==> src/rtl/dmarct_pkg.sv <==
// ---------------------------------------------------------------------------
// dmarct_pkg
// Types and constants shared by the DMA ring completion tracker.
// ---------------------------------------------------------------------------
package dmarct_pkg;

   localparam int RING_DEPTH_DEFAULT = 256;
   localparam int INDEX_W            = 8;
   localparam int EPOCH_W            = 32;
   localparam int REQ_DATA_W         = 48;
   localparam int REQ_USER_W         = 2;
   localparam int RSP_DATA_W         = 48;
   localparam int RSP_PAD_W          = RSP_DATA_W - (2 + INDEX_W + EPOCH_W);

   typedef enum logic {
      OP_ISSUE = 1'b0,
      OP_CHECK = 1'b1
   } op_type;

   typedef enum logic {
      CH_TX = 1'b0,
      CH_RX = 1'b1
   } chan_type;

   // request layout, lowest bits last: matches {tdata, tuser}
   typedef struct packed {
      logic [EPOCH_W-1:0] target_epoch;
      logic [INDEX_W-1:0] target_index;
      logic [INDEX_W-1:0] head_index;
      chan_type           channel;
      op_type             operation;
   } req_item_type;

   // response layout, matches rsp_tdata
   typedef struct packed {
      logic [RSP_PAD_W-1:0] pad;
      logic                 done_res;
      logic [EPOCH_W-1:0]   epoch_now;
      logic [INDEX_W-1:0]   tail_now;
      logic                 accepted;
   } rsp_item_type;

   // ring state write control
   typedef struct packed {
      logic     wr_en;
      chan_type chan;
   } ring_wr_type;

endpackage

==> src/rtl/dma_ring_completion_tracker_core.sv <==
// ---------------------------------------------------------------------------
// dma_ring_completion_tracker_core
// Tail/epoch tracker for the transmit and receive DMA command rings.
// ---------------------------------------------------------------------------
// Usage:
//  - req_* carries one request: an issue (advance the ring tail) or a check
//    (has the command at target_index/target_epoch completed?). The caller
//    supplies the ring's current hardware head pointer with every request.
//  - rsp_* returns exactly one response per request, in order: accepted
//    (issue taken, 0 on ring full), tail and epoch after the request, and
//    done_res for checks.
//  - From req acceptance to rsp_tvalid a request passes the input register,
//    then the result register. Throughput: one request per cycle while
//    rsp_tready does not stall, set by the tail/epoch update loop through the ring registers.
//  - A stalled rsp_tready holds the response; one more request is taken
//    into the input register, then req_tready drops until the result
//    register drains.
//  - Reset (synchronous, active high) clears both tails and epochs and
//    drops all valids. No configuration registers.
// ---------------------------------------------------------------------------
module dma_ring_completion_tracker_core
   import dmarct_pkg::*;
#(
   parameter int RING_DEPTH = RING_DEPTH_DEFAULT
) (
   input  logic                  clock,
   input  logic                  reset,
   input  logic                  req_tvalid,
   output logic                  req_tready,
   // [7:0] head_index, [15:8] target_index, [47:16] target_epoch
   input  logic [REQ_DATA_W-1:0] req_tdata,
   // [0] operation, [1] channel
   input  logic [REQ_USER_W-1:0] req_tuser,
   output logic                  rsp_tvalid,
   input  logic                  rsp_tready,
   // [0] accepted, [8:1] tail_now, [40:9] epoch_now, [41] done_res,
   // [47:42] zero
   output logic [RSP_DATA_W-1:0] rsp_tdata
);

   localparam int TAIL_W = $clog2(RING_DEPTH);

   // input register
   logic         in_valid_ff, in_valid_in;
   req_item_type in_ff, in_in;

   // result register
   logic         rsp_valid_ff, rsp_valid_in;
   rsp_item_type rsp_ff, rsp_in;

   logic               req_fire;
   logic               advance;
   ring_wr_type        ring_wr;
   logic [TAIL_W-1:0]  cur_tail, new_tail;
   logic [EPOCH_W-1:0] cur_epoch, new_epoch;
   rsp_item_type       step_rsp;

   // input stage moves on whenever the result register is free or draining
   assign advance    = in_valid_ff && (!rsp_valid_ff || rsp_tready);
   assign req_tready = !in_valid_ff || advance;
   assign req_fire   = req_tvalid && req_tready;

   always_comb begin
      in_valid_in = in_valid_ff;
      in_in       = in_ff;
      if (req_fire) begin
         in_valid_in = 1'b1;
         in_in       = req_item_type'({req_tdata, req_tuser});
      end else if (advance) begin
         in_valid_in = 1'b0;
      end
   end

   always_comb begin
      rsp_valid_in = rsp_valid_ff;
      rsp_in       = rsp_ff;
      if (advance) begin
         rsp_valid_in = 1'b1;
         rsp_in       = step_rsp;
      end else if (rsp_tready) begin
         rsp_valid_in = 1'b0;
      end
   end

   always_ff @(posedge clock) begin
      if (reset) begin
         in_valid_ff  <= 1'b0;
         rsp_valid_ff <= 1'b0;
      end else begin
         in_valid_ff  <= in_valid_in;
         rsp_valid_ff <= rsp_valid_in;
      end
   end

   always_ff @(posedge clock) begin
      in_ff  <= in_in;
      rsp_ff <= rsp_in;
   end

   // ring state, read for the request's channel, written when an accepted issue retires
   dmarct_ring_regs #(
      .TAIL_W (TAIL_W)
   ) u_regs (
      .clock    (clock),
      .reset    (reset),
      .ring_wr  (ring_wr),
      .wr_tail  (new_tail),
      .wr_epoch (new_epoch),
      .rd_chan  (in_ff.channel),
      .rd_tail  (cur_tail),
      .rd_epoch (cur_epoch)
   );

   dmarct_step #(
      .RING_DEPTH (RING_DEPTH)
   ) u_step (
      .fire      (advance),
      .item      (in_ff),
      .cur_tail  (cur_tail),
      .cur_epoch (cur_epoch),
      .ring_wr   (ring_wr),
      .new_tail  (new_tail),
      .new_epoch (new_epoch),
      .result    (step_rsp)
   );

   assign rsp_tvalid = rsp_valid_ff;
   assign rsp_tdata  = rsp_ff;

endmodule

==> src/rtl/dmarct_ring_regs.sv <==
// ---------------------------------------------------------------------------
// dmarct_ring_regs
// Tail pointer and wrap epoch registers for the transmit and receive rings.
// ---------------------------------------------------------------------------
module dmarct_ring_regs
   import dmarct_pkg::*;
#(
   parameter int TAIL_W = 8
) (
   input  logic               clock,
   input  logic               reset,
   input  ring_wr_type        ring_wr,
   input  logic [TAIL_W-1:0]  wr_tail,
   input  logic [EPOCH_W-1:0] wr_epoch,
   input  chan_type           rd_chan,
   output logic [TAIL_W-1:0]  rd_tail,
   output logic [EPOCH_W-1:0] rd_epoch
);

   logic [TAIL_W-1:0]  tail_ff  [2];
   logic [EPOCH_W-1:0] epoch_ff [2];

   always_ff @(posedge clock) begin
      if (reset) begin
         for (int k = 0; k < 2; k++) begin
            tail_ff[k]  <= '0;
            epoch_ff[k] <= '0;
         end
      end else if (ring_wr.wr_en) begin
         tail_ff[ring_wr.chan]  <= wr_tail;
         epoch_ff[ring_wr.chan] <= wr_epoch;
      end
   end

   assign rd_tail  = tail_ff[rd_chan];
   assign rd_epoch = epoch_ff[rd_chan];

endmodule

==> src/rtl/dmarct_step.sv <==
// ---------------------------------------------------------------------------
// dmarct_step
// Per-request logic: ring-full test, tail advance, completion check.
// ---------------------------------------------------------------------------
module dmarct_step
   import dmarct_pkg::*;
#(
   parameter int RING_DEPTH = RING_DEPTH_DEFAULT
) (
   input  logic                                fire,
   input  req_item_type                        item,
   input  logic [$clog2(RING_DEPTH)-1:0]       cur_tail,
   input  logic [EPOCH_W-1:0]                  cur_epoch,
   output ring_wr_type                         ring_wr,
   output logic [$clog2(RING_DEPTH)-1:0]       new_tail,
   output logic [EPOCH_W-1:0]                  new_epoch,
   output rsp_item_type                        result
);

   localparam int TAIL_W = $clog2(RING_DEPTH);
   localparam int CMP_W  = (TAIL_W > INDEX_W) ? TAIL_W : INDEX_W;

   logic [TAIL_W-1:0]  tail_inc;
   logic               at_last;
   logic               full;
   logic               take;
   logic [CMP_W-1:0]   h, t, i, inc_x, after_x;
   logic [EPOCH_W-1:0] e_inc;
   logic               done;

   assign at_last  = (cur_tail == TAIL_W'(RING_DEPTH - 1));
   assign tail_inc = at_last ? '0 : cur_tail + 1'b1;

   assign h     = CMP_W'(item.head_index);
   assign i     = CMP_W'(item.target_index);
   assign t     = CMP_W'(cur_tail);
   assign inc_x = CMP_W'(tail_inc);

   assign full = (inc_x == h);
   assign take = (item.operation == OP_ISSUE) && !full;

   assign new_tail  = take ? tail_inc : cur_tail;
   assign new_epoch = (take && at_last) ? cur_epoch + 1'b1 : cur_epoch;

   assign ring_wr.wr_en = fire && take;
   assign ring_wr.chan  = item.channel;

   // completion rules
   assign e_inc = item.target_epoch + 1'b1;
   always_comb begin
      done = 1'b0;
      if (h == t) begin
         done = 1'b1;
      end else if (h < i) begin
         if (t < i) begin
            done = (t > h) || (cur_epoch != e_inc);
         end else begin
            done = (cur_epoch != item.target_epoch);
         end
      end else if (h == i) begin
         done = 1'b1;
      end else begin
         done = (t < i) || (t > h) || (cur_epoch != item.target_epoch);
      end
   end

   assign after_x = CMP_W'(new_tail);

   always_comb begin
      result           = '0;
      result.accepted  = take;
      result.tail_now  = after_x[INDEX_W-1:0];
      result.epoch_now = new_epoch;
      result.done_res  = (item.operation == OP_CHECK) && done;
   end

endmodule

==> config.mk <==
export PLATFORM = sky130hd
export DESIGN_NAME = dma_ring_completion_tracker_core
export DESIGN_NICKNAME = d
export VERILOG_FILES = /design/src/rtl/dmarct_pkg.sv /design/src/rtl/dma_ring_completion_tracker_core.sv /design/src/rtl/dmarct_ring_regs.sv /design/src/rtl/dmarct_step.sv
export SDC_FILE = /design/constraint.sdc
export NUM_CORES = 1
export LEC_CHECK = 0
export BUFFER_PORTS_ARGS = -buffer_cell sky130_fd_sc_hd__buf_2
export CAP_MARGIN = 20
export CORE_ASPECT_RATIO = 1.4
export CORE_MARGIN = 3
export CORE_UTILIZATION = 54
export CTS_BUF_LIST = sky130_fd_sc_hd__clkbuf_8 sky130_fd_sc_hd__clkbuf_16
export CTS_CLUSTER_DIAMETER = 30
export DETAILED_ROUTE_END_ITERATION = 10
export HOLD_SLACK_MARGIN = 0.03
export PLACE_DENSITY_LB_ADDON = 0.08
export SYNTH_ARGS = -nofsm -noshare
export SYNTH_HDL_FRONTEND = slang
export SYNTH_HIERARCHICAL = 1
export SYNTH_SLANG_ARGS = --single-unit
export TNS_END_PERCENT = 10
==> constraint.sdc <==
create_clock -name clock -period 3.9 [get_ports clock]
set_clock_uncertainty 0.05 [all_clocks]
set_input_delay 0 -clock clock [delete_from_list [all_inputs] [get_ports clock]]
set_output_delay 0 -clock clock [all_outputs]
set_load 0.02 [all_outputs]
* Yosys cells after proc, flatten, opt, wreduce, memory -nomap -nowiden *
Memories as Yosys holds them, arrays and structs flattened. A register that Yosys moved wholly into a read port is not among the register bits.
Cells that the tools add are included.
Widths: inputs -> output; s select.

operators by class
  $add $sub $neg = 3
  $lt $le $gt $ge = 3
  eq/ne operators = 6
  muxes and demuxes = 24
  bitwise gates (word level) = 1
  reductions and logical operators = 18

operator list
  kind                   number
  $add 32x1->32 const B  2
  $mux 32                2
  $ne 32x32->1           2
  $reduce_or 32->1       1
  $eq 8x8->1             3
  $mux 8                 3
  $mux 1                 19
  $lt 8x8->1             2
  $add 8x1->8 const B    1
  $eq 8x8->1 const B     1
  $gt 8x8->1             1
  $reduce_or 8->1        1
  $logic_and 1x1->1      6
  $logic_or 1x1->1       5
  $reduce_bool 2->1      2
  $logic_not 1->1        3
  $not 1->1              1

word-level totals
  register bits after elaboration = 94
  RAM bits = 80
  input port bits = 54
  output and inout bits = 50
  logic and storage cells = 68
  memories = 2

memory list
  name             words  bits a word  rd ports  clocked after memory_dff  wr ports  line                    source
  u_regs.epoch_ff  2      32           1         1                         2         dmarct_ring_regs.sv:21  logic [EPOCH_W-1:0] epoch_ff [2];
  u_regs.tail_ff   2      8            1         1                         2         dmarct_ring_regs.sv:20  logic [TAIL_W-1:0] tail_ff [2];

* Depth between registers and ports, before layout *
Gate-level depths: netlist of run 1.

  word-level depth = 11
  gate-level depth with buffers = 14
  depth with buffers taken out = 10

* By module *
The synthesis of run 1 kept the hierarchy.

by module, submodules not included
  module                            instances  cells each  area an instance (um^2)
  dmarct_step                       1          503         3580.9
  dmarct_ring_regs                  1          221         3507.1
  dma_ring_completion_tracker_core  1          108         3046.7

* Worst setup path after synthesis of run 1 *
OpenSTA, ideal clock, no wires.

  path type = register to register
  start = reg in_ff[1] (netlist name)
  end = mem u_regs.epoch_ff[0][0] (enable)
  library setup time = 0.396 ns
  data arrival time = 3.497 ns
  required time = 3.454 ns
  path slack = -0.043 ns
  stages on the path, launching flop included = 13
  clock period less this slack = 3.943 ns
  cells stage by stage = edfxtp_1 -> buf_2 -> mux2_2 -> ha_1 -> nand3_1 -> a21boi_0 -> o22ai_1 -> and3_1 -> o311ai_4 -> buf_4 -> buf_4 -> and3_1 -> a21o_1

RTL lines
  item                      line                                    source
  start: declaration        dma_ring_completion_tracker_core.sv:45  req_item_type in_ff, in_in;
  start signal: assignment  dma_ring_completion_tracker_core.sv:96  in_ff <= in_in;
  end: declaration          dmarct_ring_regs.sv:21

==> flow_summary.ini, run 1 <==
[run_status]
status = complete, no violations

[final_layout]
regArea_um2 = 5385
drive_gt1_share_pct = 27.95
syn_to_final_growth_pct = 17.10
num-nets-final = 1040
num_antenna_cells = 0
layout.cells.non_filler = 1213
nFillCells = 1426
fin_util_pct = 65.15
multi_input_area_um2 = 4111
final_common_cell = edfxtp_1
final_cell_mix = 178 x edfxtp_1, 103 x buf_2, 68 x xnor2_1

[yosys]
yosys_warnings = 6
async_flop_share_pct = 0
syn_area_um2 = 10130
synthAdderAreaFrac_pct = 3.210
synthMuxAreaShare_pct = 5.617
synth_top_family_by_area = simple AND/OR/NAND/NOR gates
synth.avg_cell_area_um2 = 12.18
ys.flop_type = edfxtp_1
synthCells = 832
synth_compound_area_share_pct = 5.247
synth-xor-area-share_pct = 7.951
synth_edf_count = 178
yosys.area_share.simple_pct = 18.25
yosysSeqAreaShare_pct = 53.14
synth.distinct_cells = 75
ys_seq_elements = 180

[worst_setup_path]
arrival_ns = 3.90
cpMostUsedCell = buf_4
crit_path_start_kind = flop
worstSetupPathType = reg2reg
slowest_delay_ns = 0.51
r2r_start = in_ff[1]
required_ns = 4.04
cpMaxStageDelayCell = edfxtp_1
endpoint_kind = flop
path_max_fanout = 39
path_cells = buf_4 -> mux2_2 -> nand4_1 -> buf_4 -> or2_1 -> a31o_2 -> nor3_4 -> o311ai_4 -> buf_4 -> and2_1 -> mux2_4 -> and3_1
reg2reg_setup_slack_ns = 0.14
rr_worst_depth = 12
rr_endpoint = u_regs/tail_ff[1][1]

[timing]
setup_viol = 0
period_share_pct = 96.52
post-route-min-period_ns = 3.764
grt_setup_unrepaired = yes
hold-worst-slack_ns = 0.2149
maxSlewHeadroom_pct = 51.15
setup_tns_ns = 0
tightestPinTransition_ns = 0.7271
maxSlewViolCount = 0
fmax_mhz = 265.6
hold_viol = 0

[placement]
numPortBuffers = 103
place_inst = 1126
gp_congestion = 0.9085
place.detailed.hpwl_um = 16800

[die]
die_area_um2 = 20470
pin_count = 104
rows = 58
core-area_um2 = 18220
die_x_um = 121.8
start_util_pct = 55.64
die_h_um = 168.1

[min_path]
hp-class = in2reg
whs_path_depth = 2
hold_start = req_tdata[6]
hold_end = in_ff[8]

[power_and_ir_drop]
vdd_drop_max_mv = 0.2480
clock_power_share_pct = 36.7
p_per_area_nw_per_um2 = 388.7
power_mw = 4.613
power_leakage_nw = 4.697
p_sw_share_pct = 27.09
p_int_mw = 3.363
power.share.combinational_pct = 13.6
power_frac_seq_pct = 49.7
power_switching_mw = 1.250

[clock_tree]
tritoncts = done
post_cts_buffers = 0
cts_buffers = 17
cts-root-buf = clkbuf_16
clk_pin_slew_ns = 0.07
cts.sinks = 180
htree_levels = 4
insertion_delay_ns = 0.44
clockBufferDepth = 2

[drt]
viasPerCell = 5.824
routed_wl_um = 23920
drt_iter0_markers = 555
vias = 7064
firstDrtPassIters = 7
drc_errors = 0
ant_nets = 0
wl_per_cell_um = 19.72

[global_routing]
globalRouteOverflowTotal = 0
grt_pass1_wl_um = 37870
antenna_found_initial = 0
track_usage_pct = 23.97
grt_max_degree = 61
grt_pass1_vias = 7198

[run]
max_cap_violations = 0
-- synthesized netlist by cell type (5+ instances only) --
master	number	area share (%)
o21ai_0	8	0.40
xnor2_1	68	5.9
buf_4	50	3.7
nor4_1	10	0.62
and2_2	31	2.3
nor3_1	10	0.49
inv_1	27	1.0
and4_1	5	0.43
nor2b_1	6	0.37
mux2_2	42	4.7
clkbuf_2	8	0.40
edfxtp_1	178	53
nand2_1	26	0.96
nand4_1	40	2.5
and2_1	20	1.2
and3_1	55	3.4
a31oi_1	5	0.31
a21oi_1	16	0.79
nor2_1	19	0.70
a211oi_1	6	0.44
nand2b_1	7	0.43
xor2_1	24	2.1
nand4b_1	7	0.60
nand3_1	27	1.3
ha_1	26	3.2
clkbuf_1	19	0.70
buf_2	10	0.49
-- worst max-delay path by stage --
stage	start	to	cells after the start	slack, ns
2_1_floorplan	in_ff[1]	u_regs/epoch_ff[1][0]	12	-0.04
3_3_place_gp	in_ff[1]	u_regs/tail_ff[0][1]	12	0.13
3_5_place_dp	in_ff[1]	rsp_tdata[41]	10	0.09
4_1_cts	in_ff[1]	rsp_tdata[41]	10	0.07
5_1_grt	in_ff[1]	rsp_tdata[41]	10	-0.02
6_report	in_ff[1]	u_regs/tail_ff[1][1]	12	0.14
-- through the flow --
| step | setup slack (ns) | cell area, um^2 |
|---|---|---|
| 6_report | 0.1356 | 11870 |
| 5_1_grt | -0.02368 | 11870 |
| 4_1_cts | 0.06688 | 11840 |
| 3_5_place_dp | 0.08733 | 10720 |
| 3_3_place_gp | 0.1308 | 10720 |
| 2_1_floorplan | -0.04290 | 10150 |
-- routing by layer --
metal,GRT usage [%],vias up,part of all wire (%)
li1,-,3296,-
met1,31.80,3460,42
met5,0,-,0
met4,9.800,0,2.7
met3,3.192,39,5.3
met2,39.75,269,50
-- registers in the layout (all words and copies together) (netlist names) --
register,cells
u_regs/epoch_ff,64
in_ff,50
rsp_tdata,48
u_regs/tail_ff,16
in_valid_ff,1
rsp_tvalid,1
-- power groups by stage --
stage / registers [mW] / logic [mW] / clock network, mW
finish: 2.29 / 0.628 / 1.69
global route: 2.30 / 0.681 / 1.81
CTS: 2.29 / 0.620 / 1.73
detailed placement: 2.34 / 0.576 / 0
global placement: 2.33 / 0.564 / 0
floorplan: 2.35 / 0.403 / 0
-- worst max-delay path, delay by kind of cell, from the launching register on --
family	cells	cell delay (ns)
compound gates	2	0.41
buf+inv	3	0.76
flops	1	0.51
mux	2	0.61
simple gates	5	1.17
-- what timing repair did --
item / CTS / global route
resized for setup: 0 / 5
setup endpoints to repair: 0 / 34
endpoints found under the hold margin: 52 / 0
hold buffers: 54 / 0
-- logic make-up (layout without fill, tap and decap cells) --
| logic type | after synthesis | in the layout |
|---|---|---|
| AND/OR/NAND/NOR | 292 | 292 |
| multiplexers | 50 | 50 |
| AO/OA/AOI/OAI | 74 | 74 |
| flip-flops | 180 | 180 |
| XOR/XNOR | 92 | 92 |
| other | 1 | 6 |
| buffers and inverters | 117 | 253 |
| adder cells (fa/ha/maj) | 26 | 26 |
-- layout make-up --
type | count | share of cell area (%)
Sequential cell | 180 | 45.38
Multi-Input combinational cell | 540 | 34.64
Timing Repair Buffer | 194 | 11.65
Clock buffer | 17 | 3.585
Tap cell | 240 | 2.530
Clock inverter | 15 | 1.360
Inverter | 27 | 0.8540
(Power assumes the default switching activity.)
==> inputs of run 2 (changes only) <==
--- a/config.mk
+++ b/config.mk
@@ -14,7 +14,7 @@
 export CTS_CLUSTER_DIAMETER = 30
 export DETAILED_ROUTE_END_ITERATION = 10
 export HOLD_SLACK_MARGIN = 0.03
-export PLACE_DENSITY_LB_ADDON = 0.08
+export PLACE_DENSITY_LB_ADDON = 0.12
 export SYNTH_ARGS = -nofsm -noshare
 export SYNTH_HDL_FRONTEND = slang
 export SYNTH_HIERARCHICAL = 1
==> run 2 against run 1 <==
Critical path type unchanged. Critical endpoint is now u_regs/epoch_ff[0][1]. Total power fell by 1.4%. Clock power down 3%. Via count down 2.6%. Setup slack improved by 0.056 ns. Global-route usage decreased by 0.96 points. Count of clock-buffer cells in the layout is the same. Largest power group unchanged. Highest routed layer unchanged. Cell area fell by 1.0%. Combinational power is 3% lower. First-iteration DRC count shrank 5.0%.
==> flow_summary.ini, run 2 (synthesis results as in run 1) <==
[drt]
maxUsedRoutingLayer = met4
wl_met2_um = 11510
drt_iter0_markers = 527
vias = 6878
drt-met1-wl_um = 9829
wl_per_cell_um = 19.04
viasPerCell = 5.717
firstDrtPassIters = 5
wl_met3_um = 1030
routed_wl_um = 22900
drc_errors = 0
ant_nets = 0

[final_layout]
max_flop_register = u_regs/epoch_ff
num-nets-final = 1030
multi_input_area_um2 = 4105
regArea_um2 = 5385
nFillCells = 1413
final_common_cell = edfxtp_1
fin_area_um2 = 11750
final_cell_mix = 178 x edfxtp_1, 103 x buf_2, 68 x xnor2_1
drive_gt1_share_pct = 27.10
layout.cells.non_filler = 1203
num_antenna_cells = 0
largest_reg_flops = 64
fin_util_pct = 64.49
syn_to_final_growth_pct = 15.91

[placement]
place.detailed.hpwl_um = 16270
pre_cts_slack_ns = 0.1635
dpl-instance-area_um2 = 10610
gp_congestion = 0.8739
place_inst = 1114
numPortBuffers = 103

[timing]
hold_viol = 0
fmax_mhz = 269.7
setup_viol = 0
tightestPinTransition_ns = 0.7941
grt_setup_unrepaired = no
period_share_pct = 95.08
hold-worst-slack_ns = 0.2165
post-route-min-period_ns = 3.708
setup_tns_ns = 0
maxSlewHeadroom_pct = 46.57
maxSlewViolCount = 0
layout_setup_ws_ns = 0.1917

[worst_setup_path]
crit_buf_inv = 4
required_ns = 4.04
arrival_ns = 3.85
path_max_fanout = 24
worstSetupPathType = reg2reg
endpoint_kind = flop
path_cells = buf_4 -> buf_4 -> mux2_2 -> nand4_1 -> or2_1 -> a31o_2 -> nor3_2 -> o311ai_4 -> buf_4 -> buf_4 -> nand2_1 -> mux2_1 -> and2_2
critical_path.top_delay_family = simple AND/OR/NAND/NOR gates
crit_path_start_kind = flop
cpMostUsedCell = buf_4
cpMaxStageDelayCell = edfxtp_1
slowest_delay_ns = 0.47

[die]
core-area_um2 = 18220
die_h_um = 168.1
die_x_um = 121.8
rows = 58
die_area_um2 = 20470
start_util_pct = 55.64
pin_count = 104

[global_routing]
grt_pass1_vias = 6956
grt_pass1_wl_um = 36310
grt_max_degree = 51
track_usage_pct = 23.01
globalRouteOverflowTotal = 0
antenna_found_initial = 0

[clock_tree]
clockBufferDepth = 2
htree_levels = 4
clk_pin_slew_ns = 0.07
post_cts_resized = 0
cts-root-buf = clkbuf_16
insertion_delay_ns = 0.44
cts.sinks = 180
tritoncts = done
cts_buffers = 17

[power_and_ir_drop]
power_switching_mw = 1.207
power_frac_seq_pct = 50.4
power_mw = 4.548
power_leakage_nw = 4.621
clock_power_share_pct = 36.2
p_sw_share_pct = 26.53
vdd_drop_max_mv = 0.2325
p_per_area_nw_per_um2 = 387.2
power.share.combinational_pct = 13.4
p_int_mw = 3.341

[run]
max_cap_violations = 0

[run_status]
status = complete, no violations

[min_path]
hp-class = in2reg
==> run 2: repair_timing <==
action	CTS	global route
hold buffers	54	0
endpoints found under the setup margin	0	32
buffers inserted	0	3
endpoints found under the hold margin	52	0
==> run 2: power by group through the flow <==
stage	clock (mW)	sequential, mW	combinational [mW]
after floorplan	0	2.35	0.403
after global placement	0	2.33	0.549
after detailed placement	0	2.34	0.560
after CTS	1.67	2.29	0.604
after global routing	1.77	2.30	0.664
final	1.64	2.29	0.611
==> run 2: worst paths after layout <==
path                                             start  slack [ns]  depth (start not counted)                    end
worst max-delay path                          in_ff[1]        0.19                         13  u_regs/epoch_ff[0][1]
worst min-delay path                     req_tdata[28]        0.22                          2              in_ff[30]
worst min register to register  u_regs/epoch_ff[0][31]        0.71                          2          rsp_tdata[40]
worst max register to register                in_ff[1]        0.19                         13  u_regs/epoch_ff[0][1]
==> run 2: layer usage <==
metal  vias up  GRT usage, %
li1       3275             -
met1      3352         29.94
met2       215         38.67
met5         -             0
met3        36         3.595
met4         0         8.922
==> run 2: final cells by class <==
| cell class | count | area share [%] |
|---|---|---|
| multi-input cells | 540 | 34.95 |
| repair buffers | 184 | 10.93 |
| flip-flops and latches | 180 | 45.84 |
| clock buffers | 17 | 3.621 |
| inverters | 27 | 0.8627 |
| clock inverters | 15 | 1.246 |
| well taps | 240 | 2.556 |
==> run 2: worst reg2reg max path, stage by stage, from the launching register on <==
cell and delay [ns]:
edfxtp_1 0.47, buf_4 0.18, buf_4 0.15, mux2_2 0.33, nand4_1 0.23, or2_1 0.35
a31o_2 0.26, nor3_2 0.17, o311ai_4 0.14, buf_4 0.24, buf_4 0.22, nand2_1 0.12
mux2_1 0.38, and2_2 0.19
